<file path="src/design/ahe_pkg.sv">
// ----------------------------------------------------------------------------
// ahe_pkg
// Shared types and constants for the ASCII-hex frame encoder.
// ----------------------------------------------------------------------------
package ahe_pkg;

  localparam int BYTE_W = 8;
  localparam int CFG_IDX_W = 1;

  localparam logic [CFG_IDX_W-1:0] REG_POLL_TYPE = 1'b0;
  localparam logic [CFG_IDX_W-1:0] REG_USER_TYPE = 1'b1;

  localparam logic [BYTE_W-1:0] POLL_TYPE_RESET = 8'h00;
  localparam logic [BYTE_W-1:0] USER_TYPE_RESET = 8'h01;

  localparam logic CMD_HEADER = 1'b0;
  localparam logic CMD_DATA   = 1'b1;

  localparam logic [BYTE_W-1:0] CHAR_COLON = 8'h3a;
  localparam logic [BYTE_W-1:0] CHAR_CR    = 8'h0d;
  localparam logic [BYTE_W-1:0] CHAR_LF    = 8'h0a;
  localparam logic [BYTE_W-1:0] CHAR_ZERO  = 8'h30;
  localparam logic [BYTE_W-1:0] CHAR_A_OFS = 8'h37;  // 'A' - 10

  // Frame segments, in emission order.
  localparam int SEG_COLON = 0;
  localparam int SEG_HD    = 1;
  localparam int SEG_HS    = 2;
  localparam int SEG_TY    = 3;
  localparam int SEG_SN    = 4;
  localparam int SEG_DN    = 5;
  localparam int SEG_LN    = 6;
  localparam int SEG_DB    = 7;
  localparam int SEG_SUM   = 8;
  localparam int SEG_CR    = 9;
  localparam int SEG_LF    = 10;
  localparam int SEG_N     = 11;
  localparam int SEG_W     = $clog2(SEG_N);

  typedef logic [SEG_N-1:0] seg_mask_t;

  typedef struct packed {
    seg_mask_t         mask;
    logic [BYTE_W-1:0] hd;
    logic [BYTE_W-1:0] hs;
    logic [BYTE_W-1:0] ty;
    logic [BYTE_W-1:0] sn;
    logic [BYTE_W-1:0] dn;
    logic [BYTE_W-1:0] ln;
    logic [BYTE_W-1:0] db;
    logic [BYTE_W-1:0] sum;
  } op_t;

  function automatic logic [BYTE_W-1:0] nibble_char(input logic [3:0] v);
    logic [BYTE_W-1:0] ext;
    ext = {4'h0, v};
    return (v > 4'd9) ? ext + CHAR_A_OFS : ext + CHAR_ZERO;
  endfunction

endpackage

</file>
<file path="src/design/ahe_front.sv">
// ----------------------------------------------------------------------------
// ahe_front
// Accepts header and data items, tracks frame state and checksum, and
// issues one character-group operation per item that produces output.
// ----------------------------------------------------------------------------
module ahe_front (
  input  logic                              clk,
  input  logic                              rst,
  input  logic                              cfg_we,
  input  logic [ahe_pkg::CFG_IDX_W-1:0]     cfg_index,
  input  logic [ahe_pkg::BYTE_W-1:0]        cfg_data,
  input  logic                              accept,
  input  logic                              command,
  input  logic [ahe_pkg::BYTE_W-1:0]        hw_dest,
  input  logic [ahe_pkg::BYTE_W-1:0]        hw_src,
  input  logic [ahe_pkg::BYTE_W-1:0]        msg_type,
  input  logic [ahe_pkg::BYTE_W-1:0]        src_node,
  input  logic [ahe_pkg::BYTE_W-1:0]        dest_node,
  input  logic [ahe_pkg::BYTE_W-1:0]        data_length,
  input  logic [ahe_pkg::BYTE_W-1:0]        data_byte,
  output logic                              push,
  output ahe_pkg::op_t                      op
);
  import ahe_pkg::*;

  logic [BYTE_W-1:0] poll_code;
  logic [BYTE_W-1:0] user_code;
  logic              awaiting_data, awaiting_data_next;
  logic [BYTE_W-1:0] bytes_left, bytes_left_next;
  logic [BYTE_W-1:0] running_sum, running_sum_next;
  logic              send_data, send_data_next;

  logic              is_poll, is_user, trailer;
  logic [BYTE_W-1:0] left_dec;
  seg_mask_t         mask;

  always_comb begin
    is_poll            = (msg_type == poll_code);
    is_user            = !is_poll && (msg_type == user_code);
    left_dec           = bytes_left - 8'd1;
    mask               = '0;
    trailer            = 1'b0;
    push               = 1'b0;
    awaiting_data_next = awaiting_data;
    bytes_left_next    = bytes_left;
    running_sum_next   = running_sum;
    send_data_next     = send_data;
    if (command == CMD_HEADER) begin
      running_sum_next = hw_dest + hw_src;
      if (!is_poll) begin
        running_sum_next = running_sum_next + msg_type + src_node + dest_node + data_length;
      end
      mask[SEG_COLON] = 1'b1;
      mask[SEG_HD]    = 1'b1;
      mask[SEG_HS]    = 1'b1;
      mask[SEG_TY]    = 1'b1;
      mask[SEG_SN]    = is_user;
      mask[SEG_DN]    = is_user;
      mask[SEG_LN]    = is_user;
      trailer         = is_poll || (data_length == '0);
      push            = accept;
      if (!trailer) begin
        awaiting_data_next = 1'b1;
        bytes_left_next    = data_length;
        send_data_next     = is_user;
      end
    end else if (awaiting_data) begin
      running_sum_next = running_sum + data_byte;
      mask[SEG_DB]     = send_data;
      trailer          = (left_dec == '0);
      bytes_left_next  = left_dec;
      push             = accept && (send_data || trailer);
    end
    if (trailer) begin
      mask[SEG_SUM]      = 1'b1;
      mask[SEG_CR]       = 1'b1;
      mask[SEG_LF]       = 1'b1;
      awaiting_data_next = 1'b0;
      bytes_left_next    = '0;
      send_data_next     = 1'b0;
    end
    op.mask = mask;
    op.hd   = hw_dest;
    op.hs   = hw_src;
    op.ty   = msg_type;
    op.sn   = src_node;
    op.dn   = dest_node;
    op.ln   = data_length;
    op.db   = data_byte;
    op.sum  = running_sum_next;
  end

  always_ff @(posedge clk) begin
    if (rst) begin
      poll_code     <= POLL_TYPE_RESET;
      user_code     <= USER_TYPE_RESET;
      awaiting_data <= 1'b0;
      bytes_left    <= '0;
      running_sum   <= '0;
      send_data     <= 1'b0;
    end else begin
      if (cfg_we) begin
        case (cfg_index)
          REG_POLL_TYPE: poll_code <= cfg_data;
          REG_USER_TYPE: user_code <= cfg_data;
          default: ;
        endcase
      end
      if (accept) begin
        awaiting_data <= awaiting_data_next;
        bytes_left    <= bytes_left_next;
        running_sum   <= running_sum_next;
        send_data     <= send_data_next;
      end
    end
  end

endmodule

</file>
<file path="src/design/ahe_queue.sv">
// ----------------------------------------------------------------------------
// ahe_queue
// Small FIFO of operations between the front and back parts.
// ----------------------------------------------------------------------------
module ahe_queue #(
  parameter int DEPTH = 4
) (
  input  logic         clk,
  input  logic         rst,
  input  logic         push,
  input  ahe_pkg::op_t push_data,
  output logic         push_ready,
  input  logic         pop,
  output logic         pop_valid,
  output ahe_pkg::op_t pop_data
);
  import ahe_pkg::*;

  localparam int AW = $clog2(DEPTH);
  localparam int CW = AW + 1;

  op_t           mem [DEPTH];
  logic [AW-1:0] wr_ptr;
  logic [AW-1:0] rd_ptr;
  logic [CW-1:0] count;

  assign push_ready = (count != CW'(DEPTH));
  assign pop_valid  = (count != '0);
  assign pop_data   = mem[rd_ptr];

  always_ff @(posedge clk) begin
    if (push) begin
      mem[wr_ptr] <= push_data;
    end
  end

  always_ff @(posedge clk) begin
    if (rst) begin
      wr_ptr <= '0;
      rd_ptr <= '0;
      count  <= '0;
    end else begin
      if (push) begin
        wr_ptr <= wr_ptr + AW'(1);
      end
      if (pop) begin
        rd_ptr <= rd_ptr + AW'(1);
      end
      case ({push, pop})
        2'b10:   count <= count + CW'(1);
        2'b01:   count <= count - CW'(1);
        default: count <= count;
      endcase
    end
  end

endmodule

</file>
<file path="src/design/ahe_back.sv">
// ----------------------------------------------------------------------------
// ahe_back
// Walks the segments of one operation and emits one frame character per
// cycle into the output register while out_ready does not stall it.
// ----------------------------------------------------------------------------
module ahe_back (
  input  logic                       clk,
  input  logic                       rst,
  input  logic                       q_valid,
  input  ahe_pkg::op_t               q_data,
  output logic                       q_pop,
  output logic                       out_valid,
  input  logic                       out_ready,
  output logic [ahe_pkg::BYTE_W-1:0] out_char,
  output logic                       last_char,
  output logic [ahe_pkg::BYTE_W-1:0] checksum
);
  import ahe_pkg::*;

  op_t               cur;
  seg_mask_t         cur_mask;
  logic              cur_lo;

  logic [SEG_W-1:0]  seg;
  seg_mask_t         seg_bit;
  seg_mask_t         rest_mask;
  logic              is_pair, seg_done, op_done, busy, advance;
  logic [BYTE_W-1:0] sel_byte, char_next;

  always_comb begin
    seg     = '0;
    seg_bit = '0;
    for (int i = SEG_N - 1; i >= 0; i--) begin
      if (cur_mask[i]) begin
        seg     = SEG_W'(i);
        seg_bit = seg_mask_t'(1) << i;
      end
    end
    case (seg)
      SEG_W'(SEG_HD):  sel_byte = cur.hd;
      SEG_W'(SEG_HS):  sel_byte = cur.hs;
      SEG_W'(SEG_TY):  sel_byte = cur.ty;
      SEG_W'(SEG_SN):  sel_byte = cur.sn;
      SEG_W'(SEG_DN):  sel_byte = cur.dn;
      SEG_W'(SEG_LN):  sel_byte = cur.ln;
      SEG_W'(SEG_DB):  sel_byte = cur.db;
      default:         sel_byte = cur.sum;
    endcase
    case (seg)
      SEG_W'(SEG_COLON): char_next = CHAR_COLON;
      SEG_W'(SEG_CR):    char_next = CHAR_CR;
      SEG_W'(SEG_LF):    char_next = CHAR_LF;
      default:           char_next = nibble_char(cur_lo ? sel_byte[3:0] : sel_byte[7:4]);
    endcase
    is_pair   = (seg >= SEG_W'(SEG_HD)) && (seg <= SEG_W'(SEG_SUM));
    seg_done  = !is_pair || cur_lo;
    rest_mask = cur_mask & ~seg_bit;
    op_done   = seg_done && (rest_mask == '0);
    busy      = (cur_mask != '0);
    advance   = busy && (!out_valid || out_ready);
    q_pop     = q_valid && (!busy || (advance && op_done));
  end

  always_ff @(posedge clk) begin
    if (q_pop) begin
      cur <= q_data;
    end
    if (advance) begin
      out_char  <= char_next;
      last_char <= (seg == SEG_W'(SEG_LF));
      checksum  <= cur.sum;
    end
  end

  always_ff @(posedge clk) begin
    if (rst) begin
      cur_mask  <= '0;
      cur_lo    <= 1'b0;
      out_valid <= 1'b0;
    end else begin
      if (q_pop) begin
        cur_mask <= q_data.mask;
        cur_lo   <= 1'b0;
      end else if (advance) begin
        if (seg_done) begin
          cur_mask <= rest_mask;
          cur_lo   <= 1'b0;
        end else begin
          cur_lo   <= 1'b1;
        end
      end
      if (advance) begin
        out_valid <= 1'b1;
      end else if (out_ready) begin
        out_valid <= 1'b0;
      end
    end
  end

endmodule

</file>
<file path="src/design/ascii_hex_frame_encoder.sv">
// ----------------------------------------------------------------------------
// ascii_hex_frame_encoder
// ASCII-hex frame builder with additive 8-bit checksum: ':' start, hex
// pairs for header fields and data, checksum pair, CR, LF.
// ----------------------------------------------------------------------------
// Items pass the queue and operation register to the output register.
// Throughput: one character per cycle from the back part unless out_ready
//   stalls it; a sent data byte gives 2 characters, a header 7 to 17.
// Reset: synchronous; clears frame state, queue and output; type codes
//   return to poll 0 and user 1.
module ascii_hex_frame_encoder #(
  parameter int QUEUE_DEPTH = 4
) (
  input  logic                              clk,
  input  logic                              rst,
  input  logic                              cfg_we,
  input  logic [ahe_pkg::CFG_IDX_W-1:0]     cfg_index,
  input  logic [ahe_pkg::BYTE_W-1:0]        cfg_data,
  input  logic                              in_valid,
  output logic                              in_ready,
  input  logic                              command,
  input  logic [ahe_pkg::BYTE_W-1:0]        hw_dest,
  input  logic [ahe_pkg::BYTE_W-1:0]        hw_src,
  input  logic [ahe_pkg::BYTE_W-1:0]        msg_type,
  input  logic [ahe_pkg::BYTE_W-1:0]        src_node,
  input  logic [ahe_pkg::BYTE_W-1:0]        dest_node,
  input  logic [ahe_pkg::BYTE_W-1:0]        data_length,
  input  logic [ahe_pkg::BYTE_W-1:0]        data_byte,
  output logic                              out_valid,
  input  logic                              out_ready,
  output logic [ahe_pkg::BYTE_W-1:0]        out_char,
  output logic                              last_char,
  output logic [ahe_pkg::BYTE_W-1:0]        checksum
);
  import ahe_pkg::*;

  logic accept;
  logic q_push, q_push_ready, q_pop, q_valid;
  op_t  q_in, q_out;

  assign in_ready = q_push_ready;
  assign accept   = in_valid && in_ready;

  ahe_front u_front (
    .clk         (clk),
    .rst         (rst),
    .cfg_we      (cfg_we),
    .cfg_index   (cfg_index),
    .cfg_data    (cfg_data),
    .accept      (accept),
    .command     (command),
    .hw_dest     (hw_dest),
    .hw_src      (hw_src),
    .msg_type    (msg_type),
    .src_node    (src_node),
    .dest_node   (dest_node),
    .data_length (data_length),
    .data_byte   (data_byte),
    .push        (q_push),
    .op          (q_in)
  );

  ahe_queue #(
    .DEPTH (QUEUE_DEPTH)
  ) u_queue (
    .clk        (clk),
    .rst        (rst),
    .push       (q_push),
    .push_data  (q_in),
    .push_ready (q_push_ready),
    .pop        (q_pop),
    .pop_valid  (q_valid),
    .pop_data   (q_out)
  );

  ahe_back u_back (
    .clk       (clk),
    .rst       (rst),
    .q_valid   (q_valid),
    .q_data    (q_out),
    .q_pop     (q_pop),
    .out_valid (out_valid),
    .out_ready (out_ready),
    .out_char  (out_char),
    .last_char (last_char),
    .checksum  (checksum)
  );

  a_no_overflow: assert property (@(posedge clk) disable iff (rst)
    q_push |-> q_push_ready)
    else $error("operation pushed into full queue");

  a_pop_has_data: assert property (@(posedge clk) disable iff (rst)
    q_pop |-> q_valid)
    else $error("pop from empty queue");

  a_last_is_lf: assert property (@(posedge clk) disable iff (rst)
    out_valid && last_char |-> out_char == CHAR_LF)
    else $error("frame end flag on a character other than LF");

  a_reset_idle: assert property (@(posedge clk) disable iff (rst)
    $past(rst) |-> !out_valid)
    else $error("output valid right after reset");

endmodule

</file>
<file path="config.mk">
export PLATFORM = sky130hd
export DESIGN_NAME = ascii_hex_frame_encoder
export DESIGN_NICKNAME = d
export VERILOG_FILES = /design/src/design/ahe_pkg.sv /design/src/design/ahe_front.sv /design/src/design/ahe_queue.sv /design/src/design/ahe_back.sv /design/src/design/ascii_hex_frame_encoder.sv
export SDC_FILE = /design/constraint.sdc
export NUM_CORES = 1
export LEC_CHECK = 0
export BUFFER_PORTS_ARGS = -buffer_cell sky130_fd_sc_hd__buf_2
export CAP_MARGIN = 20
export CORE_ASPECT_RATIO = 0.7
export CORE_UTILIZATION = 50
export CTS_CLUSTER_SIZE = 30
export DETAILED_ROUTE_END_ITERATION = 12
export PLACE_DENSITY = 0.67
export SETUP_SLACK_MARGIN = 0.3
export SLEW_MARGIN = 10
export SYNTH_ARGS = -nofsm -noshare
export SYNTH_HDL_FRONTEND = slang
export SYNTH_SLANG_ARGS = --single-unit
</file>
<file path="constraint.sdc">
create_clock -name clk -period 5.5 [get_ports clk]
set_input_delay 1.1 -clock clk [delete_from_list [all_inputs] [get_ports clk]]
set_output_delay 1.1 -clock clk [all_outputs]
set_load 0.005 [all_outputs]
</file>
==> flow_summary.toml, run 1 <==
[global_route]
grt_remaining_overflow = 0
grt_pass1_wl_um = 60600
grt_start_max_net_pins = 57
grt_pass1_vias = 9802
grt_use_total = 0.235
antenna_found_initial = 4

[clocking]
cts_htree_levels = 2
clk_pin_slew_ps = 60
cts_resized = 0
tritoncts = "yes"
numCtsBuffers = 39
ctsHoldBuffers = 0
cts_setup_buffers = 0
cts_sinks = 408
root_buffer = "clkbuf_16"
insertion_delay_ps = 550
cts_buffer_depth = 3

[timing]
finalSetupViolCount = 0
tightest_slew_ps = 898
max_freq_mhz = 203
skew_ps = 26.8
slew_viol_final = 0
fin_crit_sh = 0.897
slew_headroom = 0.400
period_needed_ps = 4930
hold_viol = 0
rsz0062_at_grt = "no"
fin_setup_tns_ps = 0

[power_and_ir_drop]
p_leak_nw = 6.79
p_switching_mw = 3.61
vdd_drop_max_uv = 330
power_per_cell_area_mw_per_mm2 = 539
combPwrFrac = 0.336
internal-power_mw = 7.03
p_clk_frac = 0.257
power_switching_share = 0.340
seq_power_share = 0.407

[synthesis]
ys_dominant_reg_cell = "edfxtp_1"
syn_area_mm2 = 0.0175
synth_seq_cells = 408
synth_nets = 1235
ys_warn_count = 0
async_flop_share = 0
syn_inst = 1110
synth-edff-count = 352
yosysSeqAreaShare = 0.668
synth_area_per_cell_um2 = 15.8
yosysUniqueCellTypes = 83

[floorplan]
die_width_um = 226
die_y_um = 159
core_area_mm2 = 0.0340
start_util = 0.515
dieArea_mm2 = 0.0358
row_count = 56
ios = 90

[placed_design]
dpl.hpwl_um = 27900
portBuffers = 88
place_congestion = 0.886
placed_cell_area_mm2 = 0.0184

[route]
num_vias = 10000
drt_iter0_drc = 1043
vias_per_cell = 5.87
dr.pass1.iters = 5
drc_errors = 0
antenna_left = 0
wl_per_cell_um = 23.7
drt_wl_total_um = 40500

[setup_path]
arrival_ps = 5410
r2r_start = "u_back.cur_mask[4]"
crit_path_start_kind = "input port"
r2r_end = "u_queue.count[2]"
reg2regPathDepth = 12
cp_max_fo = 5
endpoint_kind = "register"
required_ps = 5970
r2r_slack_ps = 1230
crit_type = "in -> reg"

[min_path]
min_to = "u_back.checksum[6]"
hp-start = "u_back.cur[6]"
hold_depth = 0
min_path_type = "reg -> reg"

[outcome]
outcome = "finished clean"

[layout]
fill_cells = 2588
regArea_mm2 = 0.0117
drive_above_1_share = 0.214
final_cell_mix = "edfxtp_1 (352), buf_2 (89), nand2_1 (71)"
nets = 1336
area_growth_pct = 12.9
layout_commonest_cell = "edfxtp_1"
multi_input_area_mm2 = 0.00541
design_area_mm2 = 0.0198

[run]
maxCapViolCount = 0
==> per-layer routing <==
metal	wire length, um	GRT usage
met5	24	0
met4	771	0.0612
met3	3470	0.0600
met2	17900	0.343
met1	18400	0.352
==> stage by stage <==
stage	power [mW]	utilization	cells	setup slack [ps]	hold WS (ps)
after floorplan	6.85	-	1110	479	421
after global placement	7.84	0.543	1633	296	436
after detailed placement	7.93	0.543	1633	118	451
after CTS	10.7	0.581	1704	638	467
after global routing	11.2	0.581	1705	406	468
final	10.6	0.582	1706	566	464
==> cell type report <==
type / instances / share of cell area
Clock inverter: 26 / 0.0134
Sequential cell: 408 / 0.592
Timing Repair Buffer: 110 / 0.0305
Antenna cell: 1 / 0.000127
Inverter: 43 / 0.00817
Tap cell: 464 / 0.0294
Multi-Input combinational cell: 609 / 0.274
Clock buffer: 45 / 0.0526
==> cells by family (layout without fill, tap and decap cells) <==
group	count (synthesis)	in the layout	synth area share
buf+inv	93	224	0.0234
xor+xnor	37	37	0.0185
flops	408	408	0.668
mux	86	86	0.0982
fa+ha+maj	57	57	0.0502
simple gates	244	244	0.0689
other cells	1	2	0.000214
compound gates	184	184	0.0725
==> cells in the mapped netlist (all sizes together) (9+ instances only) <==
cell type	number	share of area
edfxtp	352	0.60
nand2	71	0.015
mux4	68	0.088
nor2	63	0.014
dfxtp	56	0.064
a21oi	52	0.015
inv	42	0.0090
o21ai	38	0.013
ha	31	0.022
buf	25	0.0089
clkbuf	25	0.0054
fa	23	0.026
nand3	20	0.0057
xnor2	20	0.010
xor2	17	0.0085
mux2i	15	0.0086
nor3	15	0.0043
a22oi	14	0.0060
a221oi	11	0.0059
nand2b	11	0.0039
and2	9	0.0032
or3	9	0.0032
==> power by group through the flow <==
stage	registers, mW	clock network (mW)	logic (mW)
2_1_floorplan	4.21	0	2.64
4_1_cts	4.34	2.78	3.55
5_1_grt	4.38	2.90	3.89
6_report	4.33	2.74	3.57
3_3_place_gp	4.39	0	3.46
3_5_place_dp	4.40	0	3.53
==> critical path: stages <==
cell	delay, ps
buf_2	150
fa_1	500
fa_1	520
inv_1	60
fa_1	460
inv_1	70
ha_1	180
inv_1	60
fa_1	370
nor2b_1	160
o21ai_1	90
a21boi_0	290
o21a_1	200
o21ai_0	100
a21oi_1	310
mux2i_1	140
nor4b_1	300
buf_4	190
o211a_1	150
==> flip-flops by register name, summed over array words and instances (netlist names), 2 cells and up, named ones only <==
register / cells
u_queue.mem: 272
u_back.cur: 64
u_back.cur_mask: 11
u_back.checksum: 8
u_front.bytes_left: 8
u_front.poll_code: 8
u_front.running_sum: 8
u_front.user_code: 8
u_back.out_char: 7
u_queue.count: 3
u_queue.rd_ptr: 2
u_queue.wr_ptr: 2
==> worst max-delay path by stage <==
| stage | startpoint | endpoint | slack, ps |
|---|---|---|---|
| 6_report | msg_type[1] | u_front.running_sum[7] | 570 |
| 5_1_grt | msg_type[1] | u_front.running_sum[7] | 410 |
| 4_1_cts | msg_type[1] | u_front.running_sum[7] | 640 |
| 3_5_place_dp | msg_type[1] | u_front.running_sum[7] | 120 |
| 3_3_place_gp | msg_type[1] | u_front.running_sum[7] | 300 |
| 2_1_floorplan | msg_type[1] | u_front.running_sum[7] | 480 |
(Power assumes the default switching activity.)
==> run 2: changes to the inputs <==
Settings changed: MAX_ROUTING_LAYER set to met4.
==> run 2 against run 1 <==
Against the previous run: combinational power about the same; first-iteration DRC count down 8.1%; worst hold slack about the same; register-to-register slack about the same; total power about the same; critical path depth unchanged; sequential power about the same; cell count up 0.12%; sequential share of layout area about the same.
==> flow_summary.toml, run 2 (same netlist as run 1, synthesis figures left out) <==
[outcome]
outcome = "finished clean"

[layout]
nets = 1336
fin_cells = 1708
layout_commonest_cell = "edfxtp_1"
drive_above_1_share = 0.214
fill_cells = 2588
reg_top3 = "u_queue.mem x272, u_back.cur x64, u_back.cur_mask x11"
largest_register_ff_count = 272
largest_register = "u_queue.mem"
design_area_mm2 = 0.0198
final_util = 0.582
area_growth_pct = 12.9
final_cell_mix = "edfxtp_1 (352), buf_2 (89), nand2_1 (71)"

[placed_design]
pre_cts_ws_ps = 118
portBuffers = 88
placed_cell_area_mm2 = 0.0184
dpl.cell_count = 1633
place_congestion = 0.901
dpl.hpwl_um = 27900

[setup_path]
max_stage_delay_ps = 520
crit_top_cell = "fa_1"
required_ps = 5970
crit_type = "in -> reg"
crit_chain = "buf_2 -> fa_1 -> fa_1 -> inv_1 -> fa_1 -> inv_1 -> ha_1 -> inv_1 -> fa_1 -> nor2b_1 -> o21ai_1 -> a21boi_0 -> o21a_1 -> o21ai_0 -> a21oi_1 -> mux2i_1 -> nor4b_1 -> buf_4 -> o211a_1"
endpoint_kind = "register"
arrival_ps = 5440
slowest_stage = "fa_1"
crit_path_start_kind = "input port"
cp_max_fo = 5

[timing]
hold_viol = 0
period_needed_ps = 4970
tightest_slew_ps = 890
slew_headroom = 0.405
fin_crit_sh = 0.903
skew_ps = 27.3
slew_viol_final = 0
fin_setup_tns_ps = 0
rsz0062_at_grt = "no"
finalSetupViolCount = 0
hold-worst-slack_ps = 464
max_freq_mhz = 201
worst_slack_ps = 531

[global_route]
met3_usage = 0.0603
use_met2 = 0.344
grt_remaining_overflow = 0
grt_use_total = 0.243
grt-busiest-layer = "met1"
grt_pass1_vias = 9769
grt_start_max_net_pins = 57
antenna_found_initial = 4
met1_usage = 0.352
grt_pass1_wl_um = 60600

[clocking]
cts_htree_levels = 2
cts_setup_buffers = 0
cts_buffer_depth = 3
root_buffer = "clkbuf_16"
clk_pin_slew_ps = 60
ctsHoldBuffers = 0
tritoncts = "yes"
numCtsBuffers = 39
cts_sinks = 408
cts_resized = 0
insertion_delay_ps = 550

[run]
maxCapViolCount = 0

[power_and_ir_drop]
power_per_cell_area_mw_per_mm2 = 538
p_leak_nw = 6.79
p_total_mw = 10.6
vdd_drop_max_uv = 331

[min_path]
min_path_type = "reg -> reg"

[floorplan]
start_util = 0.515
core_area_mm2 = 0.0340
die_width_um = 226
row_count = 56
ios = 90
die_y_um = 159
dieArea_mm2 = 0.0358

[route]
drc_errors = 0
num_vias = 10000
vias_per_cell = 5.88
drt_iter0_drc = 958
dr.pass1.iters = 7
drt_wl_total_um = 40600
wl_per_cell_um = 23.8
antenna_left = 0
-- run 2: cell types whose count changed in the layout (fill, tap and decap cells not counted) --
| cell | delta |
|---|---|
| diode_2 | +2 |
-- run 2: worst paths after layout --
check / start / to / slack (ps) / depth (start not counted)
max: msg_type[1] / u_front.running_sum[7] / 530 / 19
min: u_back.cur[6] / u_back.checksum[6] / 460 / 0
max reg2reg: u_back.cur_mask[4] / u_queue.count[2] / 1220 / 12
min reg2reg: u_back.cur[6] / u_back.checksum[6] / 460 / 0
-- run 2: per-layer routing --
layer / routed length, um / share of wire
met1: 18600 / 0.46
met2: 17900 / 0.44
met3: 3350 / 0.082
met4: 772 / 0.019
met5: 0 / 0
-- run 2: layout make-up --
class	instances	area, um^2	area share
well taps	464	581	0.0294
inverters	43	161	0.00817
multi-input cells	609	5410	0.274
repair buffers	110	603	0.0305
clock inverters	26	265	0.0134
clock buffers	45	1040	0.0526
flip-flops and latches	408	11700	0.592
diodes	3	7.51	0.000380
-- run 2: power by group --
group	internal, mW	switching, mW	total [mW]
clock network	1.59	1.14	2.73
registers	4.04	0.288	4.33
logic	1.39	2.18	3.57
total	7.03	3.61	10.6
-- run 2: worst max-delay path: cells and delay by family --
family / cells / cell delay (ps)
fa+ha+maj: 5 / 2030
compound gates: 6 / 1170
buf+inv: 5 / 530
simple gates: 2 / 470
mux: 1 / 130
